**src/hdl/epcal_pkg.sv**
```systemverilog
// ----------------------------------------------------------------------------
// epcal_pkg: shared constants for the epoch-seconds to calendar converter
// Reciprocals for the constant dividers, calendar anchors, pipeline latency
// and the month start table.
// ----------------------------------------------------------------------------
package epcal_pkg;

    // Pipeline depth from an accepted start beat to the done strobe
    localparam int unsigned LATENCY = 13;

    // floor(2^32 / D); quotient from the product high word is exact or one low
    localparam logic [31:0] RECIP_60   = 32'((64'h1_0000_0000) / 64'd60);
    localparam logic [31:0] RECIP_24   = 32'((64'h1_0000_0000) / 64'd24);
    localparam logic [31:0] RECIP_7    = 32'((64'h1_0000_0000) / 64'd7);
    localparam logic [31:0] RECIP_1461 = 32'((64'h1_0000_0000) / 64'd1461);

    localparam logic [5:0]  SECS_PER_MIN   = 6'd60;
    localparam logic [5:0]  MINS_PER_HOUR  = 6'd60;
    localparam logic [4:0]  HOURS_PER_DAY  = 5'd24;
    localparam logic [2:0]  DAYS_PER_WEEK  = 3'd7;
    localparam logic [10:0] DAYS_PER_BLOCK = 11'd1461;
    localparam logic [8:0]  DAYS_PER_YEAR  = 9'd365;
    localparam logic [2:0]  EPOCH_WEEKDAY  = 3'd4;

    // Year counting starts on 1969-01-01 so each 4-year block ends in a leap year
    localparam logic [7:0]  BLOCK_BASE_YEAR = 8'd69;
    // 2100 (year 200) is not a leap year; 2100-03-01 is day 47541 after the epoch
    localparam logic [7:0]  YEAR_2100       = 8'd200;
    localparam logic [15:0] DAY_2100_MAR1   = 16'd47541;
    localparam logic [8:0]  YDAY_MAR1_LEAP  = 9'd60;

    // First day of year of month m (0 is January)
    function automatic logic [8:0] month_start(input logic [3:0] m, input logic leap);
        logic [8:0] base;
        begin
            unique case (m)
                4'd0:    base = 9'd0;
                4'd1:    base = 9'd31;
                4'd2:    base = 9'd59;
                4'd3:    base = 9'd90;
                4'd4:    base = 9'd120;
                4'd5:    base = 9'd151;
                4'd6:    base = 9'd181;
                4'd7:    base = 9'd212;
                4'd8:    base = 9'd243;
                4'd9:    base = 9'd273;
                4'd10:   base = 9'd304;
                4'd11:   base = 9'd334;
                default: base = 9'd0;
            endcase
            month_start = base + ((leap && (m >= 4'd2)) ? 9'd1 : 9'd0);
        end
    endfunction

endpackage

```
**src/hdl/epoch_seconds_to_calendar_core.sv**
```systemverilog
// ----------------------------------------------------------------------------
// epoch_seconds_to_calendar_core: Unix seconds to broken-down UTC time
//
// Usage:
//   Input channel: drive seconds and raise start; a beat is taken at each
//   rising edge with start high and busy low. busy is always low, so a new
//   beat may be issued every cycle.
//   Result channel: done pulses for one cycle with second, minute, hour,
//   weekday, day_of_month, month, year_since_1900 and day_of_year valid in
//   that cycle. The receiver cannot hold results off and must take them then.
//   Throughput: one beat per cycle. The pipeline depth is set by the chain of
//   reciprocal-multiply dividers (by 60, 60, 24, 7 and 1461), each a product
//   stage followed by a correction stage, then the year and month stages.
//   Reset: rst_n clears all stage valid bits; beats in flight are dropped
//   and done stays low until new beats emerge.
// ----------------------------------------------------------------------------
module epoch_seconds_to_calendar_core (
    input  logic        clk,
    input  logic        rst_n,
    input  logic        start,
    output logic        busy,
    input  logic [31:0] seconds,
    output logic        done,
    output logic [5:0]  second,
    output logic [5:0]  minute,
    output logic [4:0]  hour,
    output logic [2:0]  weekday,
    output logic [4:0]  day_of_month,
    output logic [3:0]  month,
    output logic [7:0]  year_since_1900,
    output logic [8:0]  day_of_year
);

    localparam int unsigned NSTAGE = epcal_pkg::LATENCY;

    // Stage valid bits
    logic [NSTAGE-1:0] valid_reg, valid_next;

    // Stage payload registers
    logic [31:0] s1_t_reg,    s1_t_next;
    logic [26:0] s1_q_reg,    s1_q_next;
    logic [26:0] s2_mt_reg,   s2_mt_next;
    logic [5:0]  s2_sec_reg,  s2_sec_next;
    logic [26:0] s3_mt_reg;
    logic [20:0] s3_q_reg,    s3_q_next;
    logic [5:0]  s3_sec_reg;
    logic [20:0] s4_ht_reg,   s4_ht_next;
    logic [5:0]  s4_min_reg,  s4_min_next;
    logic [5:0]  s4_sec_reg;
    logic [20:0] s5_ht_reg;
    logic [15:0] s5_q_reg,    s5_q_next;
    logic [5:0]  s5_min_reg,  s5_sec_reg;
    logic [15:0] s6_days_reg, s6_days_next;
    logic [4:0]  s6_hour_reg, s6_hour_next;
    logic [5:0]  s6_min_reg,  s6_sec_reg;
    logic [15:0] s7_w_reg,    s7_w_next;
    logic [12:0] s7_q7_reg,   s7_q7_next;
    logic [15:0] s7_dd_reg,   s7_dd_next;
    logic [4:0]  s7_hour_reg;
    logic [5:0]  s7_min_reg,  s7_sec_reg;
    logic [2:0]  s8_wday_reg, s8_wday_next;
    logic [15:0] s8_dd_reg;
    logic [5:0]  s8_bq_reg,   s8_bq_next;
    logic [4:0]  s8_hour_reg;
    logic [5:0]  s8_min_reg,  s8_sec_reg;
    logic [5:0]  s9_blk_reg,  s9_blk_next;
    logic [10:0] s9_rem_reg,  s9_rem_next;
    logic [2:0]  s9_wday_reg;
    logic [4:0]  s9_hour_reg;
    logic [5:0]  s9_min_reg,  s9_sec_reg;
    logic [7:0]  s10_year_reg, s10_year_next;
    logic [8:0]  s10_yday_reg, s10_yday_next;
    logic        s10_leap_reg, s10_leap_next;
    logic [2:0]  s10_wday_reg;
    logic [4:0]  s10_hour_reg;
    logic [5:0]  s10_min_reg, s10_sec_reg;
    logic [7:0]  s11_year_reg;
    logic [8:0]  s11_yday_reg, s11_yday_next;
    logic        s11_leap_reg, s11_leap_next;
    logic [2:0]  s11_wday_reg;
    logic [4:0]  s11_hour_reg;
    logic [5:0]  s11_min_reg, s11_sec_reg;
    logic [3:0]  s12_mon_reg,  s12_mon_next;
    logic [7:0]  s12_year_reg;
    logic [8:0]  s12_yday_reg;
    logic        s12_leap_reg;
    logic [2:0]  s12_wday_reg;
    logic [4:0]  s12_hour_reg;
    logic [5:0]  s12_min_reg, s12_sec_reg;
    logic [4:0]  s13_mday_reg, s13_mday_next;
    logic [3:0]  s13_mon_reg;
    logic [7:0]  s13_year_reg;
    logic [8:0]  s13_yday_reg;
    logic [2:0]  s13_wday_reg;
    logic [4:0]  s13_hour_reg;
    logic [5:0]  s13_min_reg, s13_sec_reg;

    // Combinational intermediates
    logic [63:0] prod1, prod3, prod5, prod7, prod8;
    logic [31:0] rem2;
    logic [26:0] rem4;
    logic [20:0] rem6;
    logic [15:0] rem8, rem9;
    logic [1:0]  yin10;
    logic [10:0] ysub10;
    logic [3:0]  mcount12;
    logic [8:0]  mstart13;

    // Never holds off input beats
    assign busy = 1'b0;

    // Valid bits advance one stage per cycle
    always_comb
    begin
        valid_next = {valid_reg[NSTAGE-2:0], start & ~busy};
    end

    // Stages 1-2: seconds / 60
    always_comb
    begin
        s1_t_next = seconds;
        prod1     = {32'd0, seconds} * {32'd0, epcal_pkg::RECIP_60};
        s1_q_next = prod1[58:32];

        rem2 = s1_t_reg - ({5'd0, s1_q_reg} * 32'd60);
        if (rem2[6:0] >= {1'b0, epcal_pkg::SECS_PER_MIN})
        begin
            s2_mt_next  = s1_q_reg + 27'd1;
            s2_sec_next = 6'(rem2[6:0] - {1'b0, epcal_pkg::SECS_PER_MIN});
        end
        else
        begin
            s2_mt_next  = s1_q_reg;
            s2_sec_next = rem2[5:0];
        end
    end

    // Stages 3-4: minutes / 60
    always_comb
    begin
        prod3     = {37'd0, s2_mt_reg} * {32'd0, epcal_pkg::RECIP_60};
        s3_q_next = prod3[52:32];

        rem4 = s3_mt_reg - ({6'd0, s3_q_reg} * 27'd60);
        if (rem4[6:0] >= {1'b0, epcal_pkg::MINS_PER_HOUR})
        begin
            s4_ht_next  = s3_q_reg + 21'd1;
            s4_min_next = 6'(rem4[6:0] - {1'b0, epcal_pkg::MINS_PER_HOUR});
        end
        else
        begin
            s4_ht_next  = s3_q_reg;
            s4_min_next = rem4[5:0];
        end
    end

    // Stages 5-6: hours / 24
    always_comb
    begin
        prod5     = {43'd0, s4_ht_reg} * {32'd0, epcal_pkg::RECIP_24};
        s5_q_next = prod5[47:32];

        rem6 = s5_ht_reg - ({5'd0, s5_q_reg} * 21'd24);
        if (rem6[5:0] >= {1'b0, epcal_pkg::HOURS_PER_DAY})
        begin
            s6_days_next = s5_q_reg + 16'd1;
            s6_hour_next = 5'(rem6[5:0] - {1'b0, epcal_pkg::HOURS_PER_DAY});
        end
        else
        begin
            s6_days_next = s5_q_reg;
            s6_hour_next = rem6[4:0];
        end
    end

    // Stage 7: weekday product; day count rebased to 1969 with 2100 leap day inserted
    always_comb
    begin
        s7_w_next  = s6_days_reg + {13'd0, epcal_pkg::EPOCH_WEEKDAY};
        prod7      = {48'd0, s7_w_next} * {32'd0, epcal_pkg::RECIP_7};
        s7_q7_next = prod7[44:32];
        s7_dd_next = s6_days_reg + {7'd0, epcal_pkg::DAYS_PER_YEAR}
                   + ((s6_days_reg >= epcal_pkg::DAY_2100_MAR1) ? 16'd1 : 16'd0);
    end

    // Stage 8: weekday correction; 4-year block product
    always_comb
    begin
        rem8 = s7_w_reg - ({3'd0, s7_q7_reg} * 16'd7);
        if (rem8[3:0] >= {1'b0, epcal_pkg::DAYS_PER_WEEK})
        begin
            s8_wday_next = 3'(rem8[3:0] - {1'b0, epcal_pkg::DAYS_PER_WEEK});
        end
        else
        begin
            s8_wday_next = rem8[2:0];
        end
        prod8      = {48'd0, s7_dd_reg} * {32'd0, epcal_pkg::RECIP_1461};
        s8_bq_next = prod8[37:32];
    end

    // Stage 9: block correction
    always_comb
    begin
        rem9 = s8_dd_reg - ({10'd0, s8_bq_reg} * 16'd1461);
        if (rem9[11:0] >= {1'b0, epcal_pkg::DAYS_PER_BLOCK})
        begin
            s9_blk_next = s8_bq_reg + 6'd1;
            s9_rem_next = 11'(rem9[11:0] - {1'b0, epcal_pkg::DAYS_PER_BLOCK});
        end
        else
        begin
            s9_blk_next = s8_bq_reg;
            s9_rem_next = rem9[10:0];
        end
    end

    // Stage 10: year within block; last year of a block is leap
    always_comb
    begin
        priority if (s9_rem_reg >= 11'd1095)
        begin
            yin10  = 2'd3;
            ysub10 = 11'd1095;
        end
        else if (s9_rem_reg >= 11'd730)
        begin
            yin10  = 2'd2;
            ysub10 = 11'd730;
        end
        else if (s9_rem_reg >= 11'd365)
        begin
            yin10  = 2'd1;
            ysub10 = 11'd365;
        end
        else
        begin
            yin10  = 2'd0;
            ysub10 = 11'd0;
        end
        s10_yday_next = 9'(s9_rem_reg - ysub10);
        s10_year_next = epcal_pkg::BLOCK_BASE_YEAR + {s9_blk_reg, 2'b00} + {6'd0, yin10};
        s10_leap_next = (yin10 == 2'd3);
    end

    // Stage 11: 2100 is common; drop the inserted leap day
    always_comb
    begin
        s11_leap_next = s10_leap_reg;
        s11_yday_next = s10_yday_reg;
        if (s10_year_reg == epcal_pkg::YEAR_2100)
        begin
            s11_leap_next = 1'b0;
            if (s10_yday_reg >= epcal_pkg::YDAY_MAR1_LEAP)
            begin
                s11_yday_next = s10_yday_reg - 9'd1;
            end
        end
    end

    // Stage 12: month = number of month starts passed after January
    always_comb
    begin
        mcount12 = 4'd0;
        for (int m = 1; m < 12; m++)
        begin
            if (s11_yday_reg >= epcal_pkg::month_start(4'(m), s11_leap_reg))
            begin
                mcount12 = mcount12 + 4'd1;
            end
        end
        s12_mon_next = mcount12;
    end

    // Stage 13: day of month
    always_comb
    begin
        mstart13      = epcal_pkg::month_start(s12_mon_reg, s12_leap_reg);
        s13_mday_next = 5'(s12_yday_reg - mstart13 + 9'd1);
    end

    // Control registers
    always_ff @(posedge clk or negedge rst_n)
    begin
        if (!rst_n)
        begin
            valid_reg <= '0;
        end
        else
        begin
            valid_reg <= valid_next;
        end
    end

    // Payload registers
    always_ff @(posedge clk)
    begin
        s1_t_reg     <= s1_t_next;
        s1_q_reg     <= s1_q_next;

        s2_mt_reg    <= s2_mt_next;
        s2_sec_reg   <= s2_sec_next;

        s3_mt_reg    <= s2_mt_reg;
        s3_q_reg     <= s3_q_next;
        s3_sec_reg   <= s2_sec_reg;

        s4_ht_reg    <= s4_ht_next;
        s4_min_reg   <= s4_min_next;
        s4_sec_reg   <= s3_sec_reg;

        s5_ht_reg    <= s4_ht_reg;
        s5_q_reg     <= s5_q_next;
        s5_min_reg   <= s4_min_reg;
        s5_sec_reg   <= s4_sec_reg;

        s6_days_reg  <= s6_days_next;
        s6_hour_reg  <= s6_hour_next;
        s6_min_reg   <= s5_min_reg;
        s6_sec_reg   <= s5_sec_reg;

        s7_w_reg     <= s7_w_next;
        s7_q7_reg    <= s7_q7_next;
        s7_dd_reg    <= s7_dd_next;
        s7_hour_reg  <= s6_hour_reg;
        s7_min_reg   <= s6_min_reg;
        s7_sec_reg   <= s6_sec_reg;

        s8_wday_reg  <= s8_wday_next;
        s8_dd_reg    <= s7_dd_reg;
        s8_bq_reg    <= s8_bq_next;
        s8_hour_reg  <= s7_hour_reg;
        s8_min_reg   <= s7_min_reg;
        s8_sec_reg   <= s7_sec_reg;

        s9_blk_reg   <= s9_blk_next;
        s9_rem_reg   <= s9_rem_next;
        s9_wday_reg  <= s8_wday_reg;
        s9_hour_reg  <= s8_hour_reg;
        s9_min_reg   <= s8_min_reg;
        s9_sec_reg   <= s8_sec_reg;

        s10_year_reg <= s10_year_next;
        s10_yday_reg <= s10_yday_next;
        s10_leap_reg <= s10_leap_next;
        s10_wday_reg <= s9_wday_reg;
        s10_hour_reg <= s9_hour_reg;
        s10_min_reg  <= s9_min_reg;
        s10_sec_reg  <= s9_sec_reg;

        s11_year_reg <= s10_year_reg;
        s11_yday_reg <= s11_yday_next;
        s11_leap_reg <= s11_leap_next;
        s11_wday_reg <= s10_wday_reg;
        s11_hour_reg <= s10_hour_reg;
        s11_min_reg  <= s10_min_reg;
        s11_sec_reg  <= s10_sec_reg;

        s12_mon_reg  <= s12_mon_next;
        s12_year_reg <= s11_year_reg;
        s12_yday_reg <= s11_yday_reg;
        s12_leap_reg <= s11_leap_reg;
        s12_wday_reg <= s11_wday_reg;
        s12_hour_reg <= s11_hour_reg;
        s12_min_reg  <= s11_min_reg;
        s12_sec_reg  <= s11_sec_reg;

        s13_mday_reg <= s13_mday_next;
        s13_mon_reg  <= s12_mon_reg;
        s13_year_reg <= s12_year_reg;
        s13_yday_reg <= s12_yday_reg;
        s13_wday_reg <= s12_wday_reg;
        s13_hour_reg <= s12_hour_reg;
        s13_min_reg  <= s12_min_reg;
        s13_sec_reg  <= s12_sec_reg;
    end

    // Result beat
    assign done            = valid_reg[NSTAGE-1];
    assign second          = s13_sec_reg;
    assign minute          = s13_min_reg;
    assign hour            = s13_hour_reg;
    assign weekday         = s13_wday_reg;
    assign day_of_month    = s13_mday_reg;
    assign month           = s13_mon_reg;
    assign year_since_1900 = s13_year_reg;
    assign day_of_year     = s13_yday_reg;

endmodule

```
**config.mk**
```make
export PLATFORM = sky130hd
export DESIGN_NAME = epoch_seconds_to_calendar_core
export DESIGN_NICKNAME = d
export VERILOG_FILES = /design/src/hdl/epcal_pkg.sv /design/src/hdl/epoch_seconds_to_calendar_core.sv
export SDC_FILE = /design/constraint.sdc
export NUM_CORES = 2
export LEC_CHECK = 0
export ABC_AREA = 0
export BUFFER_PORTS_ARGS = -buffer_cell sky130_fd_sc_hd__clkbuf_2
export CELL_PAD_IN_SITES_DETAIL_PLACEMENT = 0
export CELL_PAD_IN_SITES_GLOBAL_PLACEMENT = 1
export CORE_AREA = 2 2 284 286
export CTS_CLUSTER_DIAMETER = 60
export CTS_CLUSTER_SIZE = 16
export DETAILED_ROUTE_END_ITERATION = 7
export DIE_AREA = 0 0 286 288
export PLACE_DENSITY = 0.78
export SYNTH_ARGS = -nofsm -noshare
export SYNTH_HDL_FRONTEND = slang
export SYNTH_SLANG_ARGS = --single-unit
```
**constraint.sdc**
```tcl
create_clock -name clk -period 9.2 [get_ports clk]
set_input_delay 1.38 -clock clk [delete_from_list [all_inputs] [get_ports clk]]
set_output_delay 1.38 -clock clk [all_outputs]
set_load 0.03 [all_outputs]
```
==> flow_metrics.env <==
export IMPL_start_kind="flop"
export IMPL_cts_resized=0
export IMPL_syn_to_final_growth_pct=8.11
export IMPL_critPathArrivalTime_ns=8.45
export IMPL_core_sq_um=79600
export IMPL_end_kind="flop"
export IMPL_fmax_ghz=0.126
export IMPL_relSlewSlack_pct=27.3
export IMPL_vias_per_cell=4.99
export IMPL_ff2ff_path_depth=37
export IMPL_slew_viol_final=0
export IMPL_hold_start="s8_min_reg[0]"
export IMPL_yosysSeqAreaShare_pct=24.6
export IMPL_status="completed"
export IMPL_grt_overflow=0
export IMPL_grt_max_degree=18
export IMPL_clockBufferDepth=3
export IMPL_htreeDepth=2
export IMPL_cts_tree="built"
export IMPL_worst_pin_slew_ns=1.08
export IMPL_cts_sinks=499
export IMPL_dieArea_sq_um=82400
export IMPL_crit_fanout=8
export IMPL_hold_ws_ns=0.322
export IMPL_setup_viol=0
export IMPL_grt_pass1_vias=26400
export IMPL_yosysWarningCount=0
export IMPL_worstReg2RegStart="s11_leap_reg"
export IMPL_cp_slowest_stage_delay_ns=0.57
export IMPL_setup_ws_ns=1.24
export IMPL_hold_depth=0
export IMPL_fin_setup_tns_ns=0
export IMPL_syn_avg_cell_area_sq_um=10.6
export IMPL_rows=104
export IMPL_wirelength_microns=78500
export IMPL_grt_setup_unrepaired="false"
export IMPL_grt_usage_pct=20.1
export IMPL_clock_skew_ns=0.0491
export IMPL_numPortBuffers=81
export IMPL_min_to="s9_min_reg[0]"
export IMPL_crit_top_cell="ha_1"
export IMPL_drt_pass1_iter_count=7
export IMPL_synth_seq_cells=499
export IMPL_drive_above_1_share_pct=5.05
export IMPL_period_share_pct=86.5
export IMPL_async_reset_ff_share_pct=2.61
export IMPL_synth_edf_count=0
export IMPL_cp_required_ns=9.69
export IMPL_hold_viol_final=0
export IMPL_worstSetupPathType="reg -> reg"
export IMPL_dr_wl_met3_microns=2910
export IMPL_cts_buffers=49
export IMPL_clockRootBuffer="clkbuf_16"
export IMPL_met2_length_microns=35400
export IMPL_initial_core_util_pct=51.4
export IMPL_cp_slowest_cell="or4_1"
export IMPL_post_cts_setup_buffers=0
export IMPL_vias=25400
export IMPL_fin_crit_ns=7.96
export IMPL_pre_cts_ws_ns=1.33
export IMPL_yosysUniqueCellTypes=84
export IMPL_synth_main_ff_cell="dfxtp_1"
export IMPL_synth_nets=5195
export IMPL_drc=0
export IMPL_grt_pass1_wl_microns=134000
export IMPL_antenna_found_initial=0
export IMPL_r2r_slack_ns=1.24
export IMPL_clock_latency_ns=0.61
export IMPL_die_w_microns=286
export IMPL_clk_pin_slew_worst_paths_ns=0.07
export IMPL_hold_path_class="reg -> reg"
export IMPL_top_layer_used="met4"
export IMPL_drt_iter0_markers=1123
export IMPL_die_h_microns=288
export IMPL_gp_congestion=0.926
export IMPL_drv_cap=0
export IMPL_antennaDiodeCount=0
export IMPL_fin_nets=5311
export IMPL_synth_area_sq_um=40900
export IMPL_hold_buffers=0
export IMPL_syn_inst=3876
export IMPL_wl_per_cell_microns=15.4
export IMPL_dpl_hpwl_microns=67300
export IMPL_ioPinCount=83
export IMPL_ant_nets=0
export IMPL_met1_length_microns=39100
layout make-up:
class                           count  area, sq um
Fill cell                        7096        35400
Multi-Input combinational cell   2492        27500
Sequential cell                   499        10100
Inverter                          866         3250
Tap cell                         1060         1330
Clock buffer                       56         1280
Timing Repair Buffer               84          428
Clock inverter                     26          384
metal layers:
metal | vias up | GRT usage (%)
li1 | 12800 | -
met1 | 12200 | 29.4
met2 | 351 | 32.5
met3 | 70 | 2.69
met4 | 0 | 3.26
met5 | - | 0
worst max-delay path by stage:
stage / from / to / slack [ns]
after floorplan: seconds[1] / s1_q_reg[11] / 2.02
after global placement: s11_leap_reg / flop / 1.48
after detailed placement: s11_leap_reg / flop / 1.33
after CTS: s11_leap_reg / flop / 1.29
after global routing: s11_leap_reg / flop / 0.47
final: s11_leap_reg / flop / 1.24
per-stage QoR:
stage	std cells	area, sq um	utilization [%]
global placement	5001	42600	53.5
CTS	5083	44300	55.6
floorplan	3876	40900	-
finish	5083	44300	55.6
detailed placement	5001	42600	53.5
global route	5083	44300	55.6
cell usage after synthesis (all sizes together), types with 34 or more instances:
| cell | instances | area [sq um] |
|---|---|---|
| inv | 866 | 3250 |
| ha | 817 | 10200 |
| dfxtp | 486 | 9730 |
| fa | 467 | 9350 |
| xnor2 | 182 | 1590 |
| a21oi | 128 | 641 |
| nand2 | 121 | 462 |
| nor2 | 96 | 360 |
| xor2 | 90 | 803 |
| o21ai | 78 | 390 |
| a21o | 77 | 578 |
| nand3 | 65 | 325 |
| nor3 | 34 | 170 |
critical path, delay by kind of cell (launching register included):
family	cells	cell delay, ns
fa+ha+maj	8	2.48
simple gates	9	1.64
compound gates	9	1.62
buf+inv	6	0.65
mux	2	0.65
xor+xnor	3	0.41
flops	1	0.39
cells in the final DEF (no fill, tap or decap), types with 21 or more instances in the layout:
cell type	Yosys	routed
fa_1	467	467
nand2_1	120	120
nand4_1	26	26
clkbuf_2	0	81
ha_1	817	817
nand3_1	65	65
nor2_1	96	96
nand2b_1	22	22
nor3_1	34	34
clkbuf_16	0	49
and3_1	26	26
a21o_1	77	77
inv_1	866	866
nor2b_1	21	21
a21oi_1	128	128
xnor2_1	182	182
dfxtp_1	486	486
o21ai_0	76	76
xor2_1	88	88
kinds of logic after synthesis:
| group | share of synthesized area (%) |
|---|---|
| adder cells (fa/ha/maj) | 47.8 |
| buffers and inverters | 8.18 |
| flip-flops | 24.6 |
| AND/OR/NAND/NOR | 6.00 |
| AO/OA/AOI/OAI | 6.92 |
| XOR/XNOR | 6.19 |
| multiplexers | 0.312 |
| other | 0.00916 |
Power is left out: the tool's default activity adds up to more than one toggle a clock period on the data nets, which glitch-free logic cannot reach.
